File: src/rtl/core/hrlp_pkg.sv
// Shared types, constants and byte classes for the HTTP request line parser.
`timescale 1ns / 1ps

package hrlp_pkg;

  // Counter width default and fixed width of the reported lengths.
  localparam int LEN_BITS_DEF = 12;
  localparam int OUT_LEN_W    = 12;
  localparam int OUT_LEN_MAX  = (1 << OUT_LEN_W) - 1;

  // Request line phases.
  localparam logic [3:0] PH_METHOD_FIRST = 4'd0;
  localparam logic [3:0] PH_METHOD       = 4'd1;
  localparam logic [3:0] PH_SPACE1       = 4'd2;
  localparam logic [3:0] PH_TARGET       = 4'd3;
  localparam logic [3:0] PH_SPACE2       = 4'd4;
  localparam logic [3:0] PH_VERSION      = 4'd5;
  localparam logic [3:0] PH_CR           = 4'd6;
  localparam logic [3:0] PH_LINE_OK      = 4'd7;
  localparam logic [3:0] PH_FAIL         = 4'd8;

  // Header end detection phases.
  localparam logic [1:0] END_IDLE = 2'd0;
  localparam logic [1:0] END_LF   = 2'd1;
  localparam logic [1:0] END_LFCR = 2'd2;

  // Field tags.
  localparam logic [1:0] TAG_OTHER   = 2'd0;
  localparam logic [1:0] TAG_METHOD  = 2'd1;
  localparam logic [1:0] TAG_TARGET  = 2'd2;
  localparam logic [1:0] TAG_VERSION = 2'd3;

  // Characters.
  localparam logic [7:0] CH_CR    = 8'h0D;
  localparam logic [7:0] CH_LF    = 8'h0A;
  localparam logic [7:0] CH_SP    = 8'h20;
  localparam logic [7:0] CH_TAB   = 8'h09;
  localparam logic [7:0] CH_SLASH = 8'h2F;
  localparam logic [7:0] CH_DOT   = 8'h2E;
  localparam logic [7:0] CH_TILDE = 8'h7E;

  typedef struct packed {
    logic [1:0] end_phase;
    logic [3:0] line_phase;
  } hrlp_ctl_t;

  typedef struct packed {
    logic [1:0] tag;
    logic       hdr_end;
    logic       req_ok;
  } hrlp_res_t;

  // RFC token characters.
  function automatic logic tok_ok(input logic [7:0] b);
    logic r;
    begin
      case (b)
        8'h21, 8'h23, 8'h24, 8'h25, 8'h26, 8'h27, 8'h2A, 8'h2B,
        8'h2D, CH_DOT, 8'h5E, 8'h5F, 8'h60, 8'h7C, CH_TILDE: r = 1'b1;
        default: r = 1'b0;
      endcase
      if (b >= 8'h30 && b <= 8'h39) r = 1'b1;
      if (b >= 8'h61 && b <= 8'h7A) r = 1'b1;
      if (b >= 8'h41 && b <= 8'h5A) r = 1'b1;
      return r;
    end
  endfunction

  // Target bytes: any byte above space (control bytes below it, space and tab are refused).
  function automatic logic tgt_ok(input logic [7:0] b);
    return b > CH_SP;
  endfunction

  function automatic logic ver_ok(input logic [7:0] b);
    return tok_ok(b) || b == CH_SLASH || b == CH_DOT;
  endfunction

endpackage

File: src/rtl/core/hrlp_step.sv
// Per-byte next-state and result logic of the request line parser.
`timescale 1ns / 1ps

module hrlp_step #(
  parameter int LEN_BITS = hrlp_pkg::LEN_BITS_DEF
) (
  input  logic [7:0]                       byte_in,
  input  hrlp_pkg::hrlp_ctl_t              ctl,
  input  logic [LEN_BITS-1:0]              method_count,
  input  logic [LEN_BITS-1:0]              target_count,
  input  logic [LEN_BITS-1:0]              version_count,
  output hrlp_pkg::hrlp_ctl_t              ctl_next,
  output logic [LEN_BITS-1:0]              method_count_next,
  output logic [LEN_BITS-1:0]              target_count_next,
  output logic [LEN_BITS-1:0]              version_count_next,
  output hrlp_pkg::hrlp_res_t              res,
  output logic [hrlp_pkg::OUT_LEN_W-1:0]   method_len,
  output logic [hrlp_pkg::OUT_LEN_W-1:0]   target_len,
  output logic [hrlp_pkg::OUT_LEN_W-1:0]   version_len
);
  import hrlp_pkg::*;

  localparam int CW = (LEN_BITS > OUT_LEN_W) ? LEN_BITS : OUT_LEN_W;
  localparam logic [LEN_BITS-1:0] CNT_MAX = {LEN_BITS{1'b1}};

  logic [3:0]          phase;
  logic [1:0]          tag;
  logic [1:0]          end_phase;
  logic                hdr_end;
  logic [LEN_BITS-1:0] m_cnt, t_cnt, v_cnt;

  function automatic logic [OUT_LEN_W-1:0] clip(input logic [LEN_BITS-1:0] c);
    logic [CW-1:0] w;
    begin
      w = CW'(c);
      return (w > CW'(OUT_LEN_MAX)) ? OUT_LEN_W'(OUT_LEN_MAX) : w[OUT_LEN_W-1:0];
    end
  endfunction

  always_comb begin
    phase = PH_FAIL;
    tag   = TAG_OTHER;
    case (ctl.line_phase)
      PH_METHOD_FIRST: begin
        if (tok_ok(byte_in)) begin
          phase = PH_METHOD;
          tag   = TAG_METHOD;
        end
      end
      PH_METHOD: begin
        if (tok_ok(byte_in)) begin
          phase = PH_METHOD;
          tag   = TAG_METHOD;
        end else if (byte_in == CH_SP) begin
          phase = PH_SPACE1;
        end
      end
      PH_SPACE1: begin
        if (byte_in == CH_SP) begin
          phase = PH_SPACE1;
        end else if (tgt_ok(byte_in)) begin
          phase = PH_TARGET;
          tag   = TAG_TARGET;
        end
      end
      PH_TARGET: begin
        if (tgt_ok(byte_in)) begin
          phase = PH_TARGET;
          tag   = TAG_TARGET;
        end else if (byte_in == CH_SP) begin
          phase = PH_SPACE2;
        end else if (byte_in == CH_CR) begin
          phase = PH_CR;
        end
      end
      PH_SPACE2: begin
        if (byte_in == CH_SP) begin
          phase = PH_SPACE2;
        end else if (ver_ok(byte_in)) begin
          phase = PH_VERSION;
          tag   = TAG_VERSION;
        end else if (byte_in == CH_CR) begin
          phase = PH_CR;
        end
      end
      PH_VERSION: begin
        if (ver_ok(byte_in)) begin
          phase = PH_VERSION;
          tag   = TAG_VERSION;
        end else if (byte_in == CH_CR) begin
          phase = PH_CR;
        end
      end
      PH_CR: begin
        if (byte_in == CH_LF) phase = PH_LINE_OK;
      end
      PH_LINE_OK: phase = PH_LINE_OK;
      default:    phase = PH_FAIL;
    endcase
  end

  always_comb begin
    m_cnt = method_count;
    t_cnt = target_count;
    v_cnt = version_count;
    case (tag)
      TAG_METHOD:  if (method_count != CNT_MAX) m_cnt = method_count + 1'b1;
      TAG_TARGET:  if (target_count != CNT_MAX) t_cnt = target_count + 1'b1;
      TAG_VERSION: if (version_count != CNT_MAX) v_cnt = version_count + 1'b1;
      default: ;
    endcase
  end

  always_comb begin
    hdr_end   = 1'b0;
    end_phase = END_IDLE;
    if (byte_in == CH_LF) begin
      if (ctl.end_phase == END_LF || ctl.end_phase == END_LFCR) begin
        hdr_end   = 1'b1;
        end_phase = ctl.end_phase;
      end else begin
        end_phase = END_LF;
      end
    end else if (byte_in == CH_CR && ctl.end_phase == END_LF) begin
      end_phase = END_LFCR;
    end
  end

  assign res.tag     = tag;
  assign res.hdr_end = hdr_end;
  assign res.req_ok  = hdr_end && (phase == PH_LINE_OK);

  assign method_len  = clip(m_cnt);
  assign target_len  = clip(t_cnt);
  assign version_len = clip(v_cnt);

  // The header end returns everything to its reset values for the next request.
  always_comb begin
    if (hdr_end) begin
      ctl_next.end_phase  = END_IDLE;
      ctl_next.line_phase = PH_METHOD_FIRST;
      method_count_next   = '0;
      target_count_next   = '0;
      version_count_next  = '0;
    end else begin
      ctl_next.end_phase  = end_phase;
      ctl_next.line_phase = phase;
      method_count_next   = m_cnt;
      target_count_next   = t_cnt;
      version_count_next  = v_cnt;
    end
  end

endmodule

File: src/rtl/core/http_request_line_parser_top.sv
// Top level of the HTTP request line parser: input register, state and result register.
//
//   Channel  Direction  Signals                       Contents
//   s_*      in         tvalid tready tdata[7:0]      one request byte per word
//   m_*      out        tvalid tready tdata tlast     tagged byte, header end, ok, lengths
//                       tuser[1:0]
//
// One byte is taken every clock while the output is not stalled; a byte passes the input
// register, then the parser state update, then the result register. Reset (rst,
// synchronous) clears the valid flags and the parser state. A stalled m_tready holds the
// result register and backs up through the input register to s_tready.
`timescale 1ns / 1ps

module http_request_line_parser_top #(
  parameter int LEN_BITS = hrlp_pkg::LEN_BITS_DEF
) (
  input  logic        clk,
  input  logic        rst,
  input  logic        s_tvalid,
  output logic        s_tready,
  input  logic [7:0]  s_tdata,   // [7:0] data_byte
  output logic        m_tvalid,
  input  logic        m_tready,
  output logic [47:0] m_tdata,   // [7:0] data_out, [8] request_ok, [20:9] method_len,
                                 // [32:21] target_len, [44:33] version_len, rest zero
  output logic        m_tlast,   // header_end
  output logic [1:0]  m_tuser    // field_tag
);
  import hrlp_pkg::*;

  logic                 in_valid;
  logic [7:0]           in_byte;
  logic                 adv;

  hrlp_ctl_t            ctl, ctl_next;
  logic [LEN_BITS-1:0]  method_count, target_count, version_count;
  logic [LEN_BITS-1:0]  method_count_next, target_count_next, version_count_next;
  hrlp_res_t            res;
  logic [OUT_LEN_W-1:0] method_len, target_len, version_len;

  assign adv      = in_valid && (!m_tvalid || m_tready);
  assign s_tready = !in_valid || adv;

  always_ff @(posedge clk) begin
    if (rst) begin
      in_valid <= 1'b0;
    end else if (s_tready) begin
      in_valid <= s_tvalid;
    end
  end

  always_ff @(posedge clk) begin
    if (s_tvalid && s_tready) in_byte <= s_tdata;
  end

  hrlp_step #(.LEN_BITS(LEN_BITS)) u_step (
    .byte_in            (in_byte),
    .ctl                (ctl),
    .method_count       (method_count),
    .target_count       (target_count),
    .version_count      (version_count),
    .ctl_next           (ctl_next),
    .method_count_next  (method_count_next),
    .target_count_next  (target_count_next),
    .version_count_next (version_count_next),
    .res                (res),
    .method_len         (method_len),
    .target_len         (target_len),
    .version_len        (version_len)
  );

  always_ff @(posedge clk) begin
    if (rst) begin
      ctl.end_phase  <= END_IDLE;
      ctl.line_phase <= PH_METHOD_FIRST;
      method_count   <= '0;
      target_count   <= '0;
      version_count  <= '0;
    end else if (adv) begin
      ctl           <= ctl_next;
      method_count  <= method_count_next;
      target_count  <= target_count_next;
      version_count <= version_count_next;
    end
  end

  always_ff @(posedge clk) begin
    if (rst) begin
      m_tvalid <= 1'b0;
    end else if (adv) begin
      m_tvalid <= 1'b1;
    end else if (m_tready) begin
      m_tvalid <= 1'b0;
    end
  end

  always_ff @(posedge clk) begin
    if (adv) begin
      m_tdata <= {3'b000, version_len, target_len, method_len, res.req_ok, in_byte};
      m_tlast <= res.hdr_end;
      m_tuser <= res.tag;
    end
  end

  // A well-formed report only ever comes with the header end.
  a_ok_at_end: assert property (@(posedge clk) disable iff (rst)
    (m_tvalid && m_tdata[8]) |-> m_tlast)
    else $error("request_ok set on a word that does not end the header");

  // After the header end passes the parser, the state is back at its start.
  a_end_resets: assert property (@(posedge clk) disable iff (rst)
    (adv && res.hdr_end) |=> (ctl.line_phase == PH_METHOD_FIRST &&
                              ctl.end_phase == END_IDLE && method_count == '0 &&
                              target_count == '0 && version_count == '0))
    else $error("parser state not cleared after header end");

  // A tagged byte leaves the line phase inside the field it was tagged with.
  a_tag_phase: assert property (@(posedge clk) disable iff (rst)
    (adv && res.tag != TAG_OTHER) |=>
      (ctl.line_phase == PH_METHOD || ctl.line_phase == PH_TARGET ||
       ctl.line_phase == PH_VERSION))
    else $error("tagged byte without a matching field phase");

endmodule

File: config.mk
export PLATFORM = sky130hd
export DESIGN_NAME = http_request_line_parser_top
export DESIGN_NICKNAME = d
export VERILOG_FILES = /design/src/rtl/core/hrlp_pkg.sv /design/src/rtl/core/hrlp_step.sv /design/src/rtl/core/http_request_line_parser_top.sv
export SDC_FILE = /design/constraint.sdc
export NUM_CORES = 1
export LEC_CHECK = 0
export ABC_AREA = 1
export BUFFER_PORTS_ARGS = -buffer_cell sky130_fd_sc_hd__buf_2
export CAP_MARGIN = 20
export CORE_UTILIZATION = 63
export CTS_CLUSTER_DIAMETER = 40
export DETAILED_ROUTE_END_ITERATION = 8
export PLACE_DENSITY_LB_ADDON = 0.05
export SLEW_MARGIN = 25
export SYNTH_ARGS = -nofsm -noshare
export SYNTH_HDL_FRONTEND = slang
export SYNTH_SLANG_ARGS = --single-unit
export TNS_END_PERCENT = 30
File: constraint.sdc
create_clock -name clk -period 4.68 [get_ports clk]
set_clock_uncertainty 0.15 [all_clocks]
set_input_delay 1.17 -clock clk [delete_from_list [all_inputs] [get_ports clk]]
set_output_delay 1.17 -clock clk [all_outputs]
set_load 0.05 [all_outputs]
## After elaboration in Yosys (flattened, before gate mapping)

Index checks and enable logic that the tools add are counted.

| storage, ports and cells | value |
|---|---|
| register bits after elaboration | 100 |
| bits in latches | 0 |
| memory bits (writable) | 0 |
| ROM bits | 0 |
| bits of input ports | 12 |
| output and inout bits | 53 |
| logic and storage cells | 130 |
| memories | 0 |

| cells by class | value |
|---|---|
| $add $sub $neg | 3 |
| $mul | 0 |
| divide/modulo/power cells | 0 |
| magnitude comparators | 10 |
| eq/ne operators | 36 |
| shift-type cells | 0 |
| multiplexer cells | 47 |
| bitwise logic cells | 0 |
| reductions and logical operators | 20 |

Operator list:

| cell | number |
|---|---|
| $mux 12 | 9 |
| $eq 8x6->1 const B | 12 |
| $mux 4 | 12 |
| $eq 8x7->1 const B | 5 |
| $add 12x1->12 const B | 3 |
| $gt 12x12->1 const B | 3 |
| $ne 12x12->1 const B | 3 |
| $pmux 4 s8 | 1 |
| $eq 4x3->1 const B | 5 |
| $eq 8x4->1 const B | 2 |
| $ge 8x7->1 const B | 2 |
| $le 8x7->1 const B | 2 |
| $mux 2 | 8 |
| $mux 1 | 15 |
| $reduce_or 15->1 | 1 |
| $pmux 2 s6 | 1 |
| $eq 4x2->1 const B | 2 |
| $ge 8x6->1 const B | 1 |
| $gt 8x6->1 const B | 1 |
| $le 8x6->1 const B | 1 |
| $logic_and 1x1->1 | 7 |
| $logic_or 1x1->1 | 7 |
| $eq 2x2->1 const B | 3 |
| $mux 6 | 1 |
| other kinds (7) | 9 |

## Logic depth before layout (Yosys ltp)

| depth | value |
|---|---|
| depth in word-level cells | 16 |
| gate-level depth with buffers | 16 |
| gate-level depth less buffers | 15 |

## Cells and area by module

A second synthesis with hierarchy kept.

| second synthesis, totals | value |
|---|---|
| cells, all modules | 776 |
| area, all modules | 5,786.8 sq um |

Modules (own cells, without submodules):

| module | instances | cells each | area an instance (sq um) | seq. area each (sq um) |
|---|---|---|---|---|
| http_request_line_parser_top | 1 | 348 | 3,664.8 | 2,562.5 |
| hrlp_step | 1 | 428 | 2,122.0 | 0.0 |

## Worst setup path after synthesis

Ideal clock, no wire load.

| timing | value |
|---|---|
| kind | input to register |
| from | input m_tready |
| to | register method_count[3] |
| library setup time | 0.070 ns |
| data arrival time | 3.033 ns |
| required time | 4.460 ns |
| setup slack | 1.427 ns |
| stages on the path | 9 |
| path buffers | 1 |
| cells stage by stage | inv_1 > nand2_1 > nand2_1 > inv_1 > nand2_1 > inv_1 > buf_2 > o211ai_1 > a21oi_1 |

| between the ends | value |
|---|---|
| longest elaborated chain between the ends | 2 |

RTL lines:

| what | line | RTL |
|---|---|---|
| start, declared | http_request_line_parser_top.sv:23 | `input logic m_tready,` |
| $logic_or 1x1->1 | http_request_line_parser_top.sv:41 | `assign adv = in_valid && (!m_tvalid \|\| m_tready);` |
| $logic_and 1x1->1 | http_request_line_parser_top.sv:41 |  |
| via adv | http_request_line_parser_top.sv:33 | `logic adv;` |
| end signal, assigned | http_request_line_parser_top.sv:81 | `method_count <= method_count_next;` |
| end, declared | http_request_line_parser_top.sv:36 | `logic [LEN_BITS-1:0] method_count, target_count, version_count;` |

The timed path passes the listed nets, and every way through them passes these cells.
A chain may end at the register's enable or synchronous reset.

## Final worst setup path

| timing | value |
|---|---|
| from | input m_tready |
| to | output s_tready |

| between the ends | value |
|---|---|
| longest elaborated chain between the ends | 3 |

RTL lines:

| what | line | RTL |
|---|---|---|
| $logic_or 1x1->1 | http_request_line_parser_top.sv:41 |  |
| $logic_and 1x1->1 | http_request_line_parser_top.sv:41 |  |
| $logic_or 1x1->1 | http_request_line_parser_top.sv:42 | `assign s_tready = !in_valid \|\| adv;` |
| end, declared | http_request_line_parser_top.sv:20 | `output logic s_tready,` |

No other way between the ends.

==> metrics.csv <==
metric,value,unit
I/O pin cnt,65,
Crit Path Max Fanout,3,
total area of multi-input combinational cells,2150,sq um
CTS tree,yes,
CTS Buf Count,9,
vias in the first global route,4020,
Sw Share,28.3,%
startpoint type of the worst setup path,input port,
CTS root buffer,clkbuf_8,
"Req. time, crit path",3.36,ns
"Setup Fix Bufs, Post-CTS",0,
ys flop type,edfxtp_1,
asr flop ratio synth,0,%
"flops & latches, synth",100,
hold_ws,0.308,ns
first-pass GRT wire length,17700,um
sequential fraction of the synthesis area,49.8,%
core area,7810,sq um
Max Cap Viol,0,
net switching power,504,uW
FF+latch area,2560,sq um
Routed WL,10500,um
"Avg Cell Area, Syn",8.11,sq um
Comb power frac,12.5,%
Cell Int Power,1270,uW
Post-synth EDFFs,56,
synth warn,0,
Yosys cell types,31,
layout cells sized above 1,17.1,%
Max Slew Vio Count,0,
highest clock rate,0.337,GHz
starting density of the core,65.9,%
H-tree Lvls,3,
Slew @ Worst Pin,0.863,ns
register clock-pin slew on the reported worst setup and hold paths,0.09,ns
"antenna viol nets, final",0,
RSZ-0062 raised after global routing,no,
Hold Path Class,register to register,
"Cell Area, Synth",5150,sq um
TritonCTS Sinks,100,
fillcell total,625,
# rows,32,
DP HPWL,7110,um
pin count of the biggest net entering global routing,51,
"commonest non-fill, non-tap cells in the layout","nand2_1, inv_1, buf_2",
post-CTS resize count,0,
die area,8540,sq um
Worst setup EP type,output port,
Leak Pwr,0.00244,uW
DIE HEIGHT,92.4,um
via count,4250,
WL/cell,13.1,um
RePlAce Congestion,0.879,
relative slew slack,42.5,%
synthesized netlist cell count,635,
endpoints failing setup,0,
CTS max path bufs,2,
status,"finished, final reports clean",
Arrival @ worst endpoint,1.65,ns
die width,92.4,um
CP Class,input port to output port,
IO buf count,61,
Final Cycle Share,63.4,%
hold_buf cts,0,
register share of total power,55.2,%
ANT cells,0,
"Clk Latency, worst-skew pair",0.37,ns
reg-to-reg setup timing slack,1.98,ns
nets@finish,707,
Detailed Routing Iterations Pass 1,4,
DR vias/cell,5.33,
setup TNS,0,ns
"commonest non-fill, non-tap cell in the layout",nand2_1,
Final Hold Viols,0,
area grow syn2layout,10.8,%
Residual DRC,0,
DRT iter0 DRCs,214,
power per cell area,312,nW/um^2
clock share of power,32.3,%
maximum vdd ir drop,0.199,mV
initial antenna violation count,0,
post-route minimum period,2.97,ns
GRT Total Usage,26.1,%
gr ovfl total,0,
## power groups by stage
stage,sequential [uW],combinational [uW],clock [uW]
finish,981,222,575
global route,985,240,609
CTS,981,223,584
detailed placement,1000,223,0
global placement,1000,218,0
floorplan,1070,104,0
## final timing paths
path                                         to  cells past startpoint  startpoint
worst max-delay path                   s_tready                      4    m_tready
worst min-delay path                 m_tdata[7]                      0  in_byte[7]
worst max register to register  method_count[5]                     13  in_byte[6]
worst min register to register       m_tdata[7]                      0  in_byte[7]
## flip-flops by register name, summed over array words and instances, names as in the netlist
register       flops
ctl                6
in_byte            8
in_valid           1
m_tdata           45
m_tlast            1
m_tuser            2
m_tvalid           1
method_count      12
target_count      12
version_count     12
## cell families after synthesis
logic type	Yosys count	share of synthesized area, %
AOI/OAI and AO/OA	88	9.36
xor gates and xnor gates	24	4.08
adders and majority gates	4	0.972
buffers and inverters	109	8.68
DFF	100	49.8
other	1	0.0729
and+or+nand+nor	309	27.1
## cell type report
| class | count | share of cell area (%) |
|---|---|---|
| Timing Repair Buffer | 64 | 5.75 |
| Inverter | 88 | 5.83 |
| Tap cell | 102 | 2.24 |
| Sequential cell | 100 | 44.9 |
| Multi-Input combinational cell | 428 | 37.6 |
| Clock buffer | 10 | 2.41 |
| Clock inverter | 6 | 1.23 |
## stage by stage
stage	cell area (sq um)	instances	util [%]	worst slack (ns)	total power [uW]
2_1_floorplan	5150	637	-	1.43	1180
3_3_place_gp	5500	782	70.4	1.72	1220
3_5_place_dp	5500	782	70.4	1.71	1220
4_1_cts	5700	798	73.1	1.71	1790
5_1_grt	5700	798	73.1	1.68	1830
6_report	5700	798	73.1	1.71	1780
## cells in the mapped netlist (2+ instances only)
master / instances / area, sq um
buf_6: 2 / 22.5
nand2_1: 172 / 646
nand3_2: 2 / 20.0
o21ai_0: 25 / 125
nand2_2: 15 / 93.8
inv_1: 81 / 304
nor2_4: 3 / 33.8
xor2_1: 21 / 184
buf_4: 3 / 22.5
dfxtp_1: 44 / 881
xnor2_1: 3 / 26.3
buf_2: 7 / 35.0
inv_2: 6 / 22.5
nor2_2: 3 / 18.8
clkbuf_1: 9 / 33.8
a21oi_1: 51 / 255
ha_1: 4 / 50.1
nand3_1: 43 / 215
nor3_1: 10 / 50.1
edfxtp_1: 56 / 1680
o211ai_1: 9 / 67.6
nor2_1: 42 / 158
nand4_1: 13 / 81.3
nand2_4: 4 / 45.0
## routing by layer
layer | wire length (um) | up-vias | share of wire, % | GRT usage (%)
li1 | - | 2166 | - | -
met1 | 4740 | 1975 | 45 | 31.3
met2 | 5190 | 96 | 50 | 46.0
met3 | 401 | 13 | 3.8 | 6.08
met4 | 149 | 0 | 1.4 | 8.59
met5 | 0 | - | 0 | 0
## critical path, cell delays in order
cell and delay [ns]:
buf_2 0.07, inv_1 0.04, nand3_1 0.09, buf_2 0.27
Power figures use the tool's default switching activity.
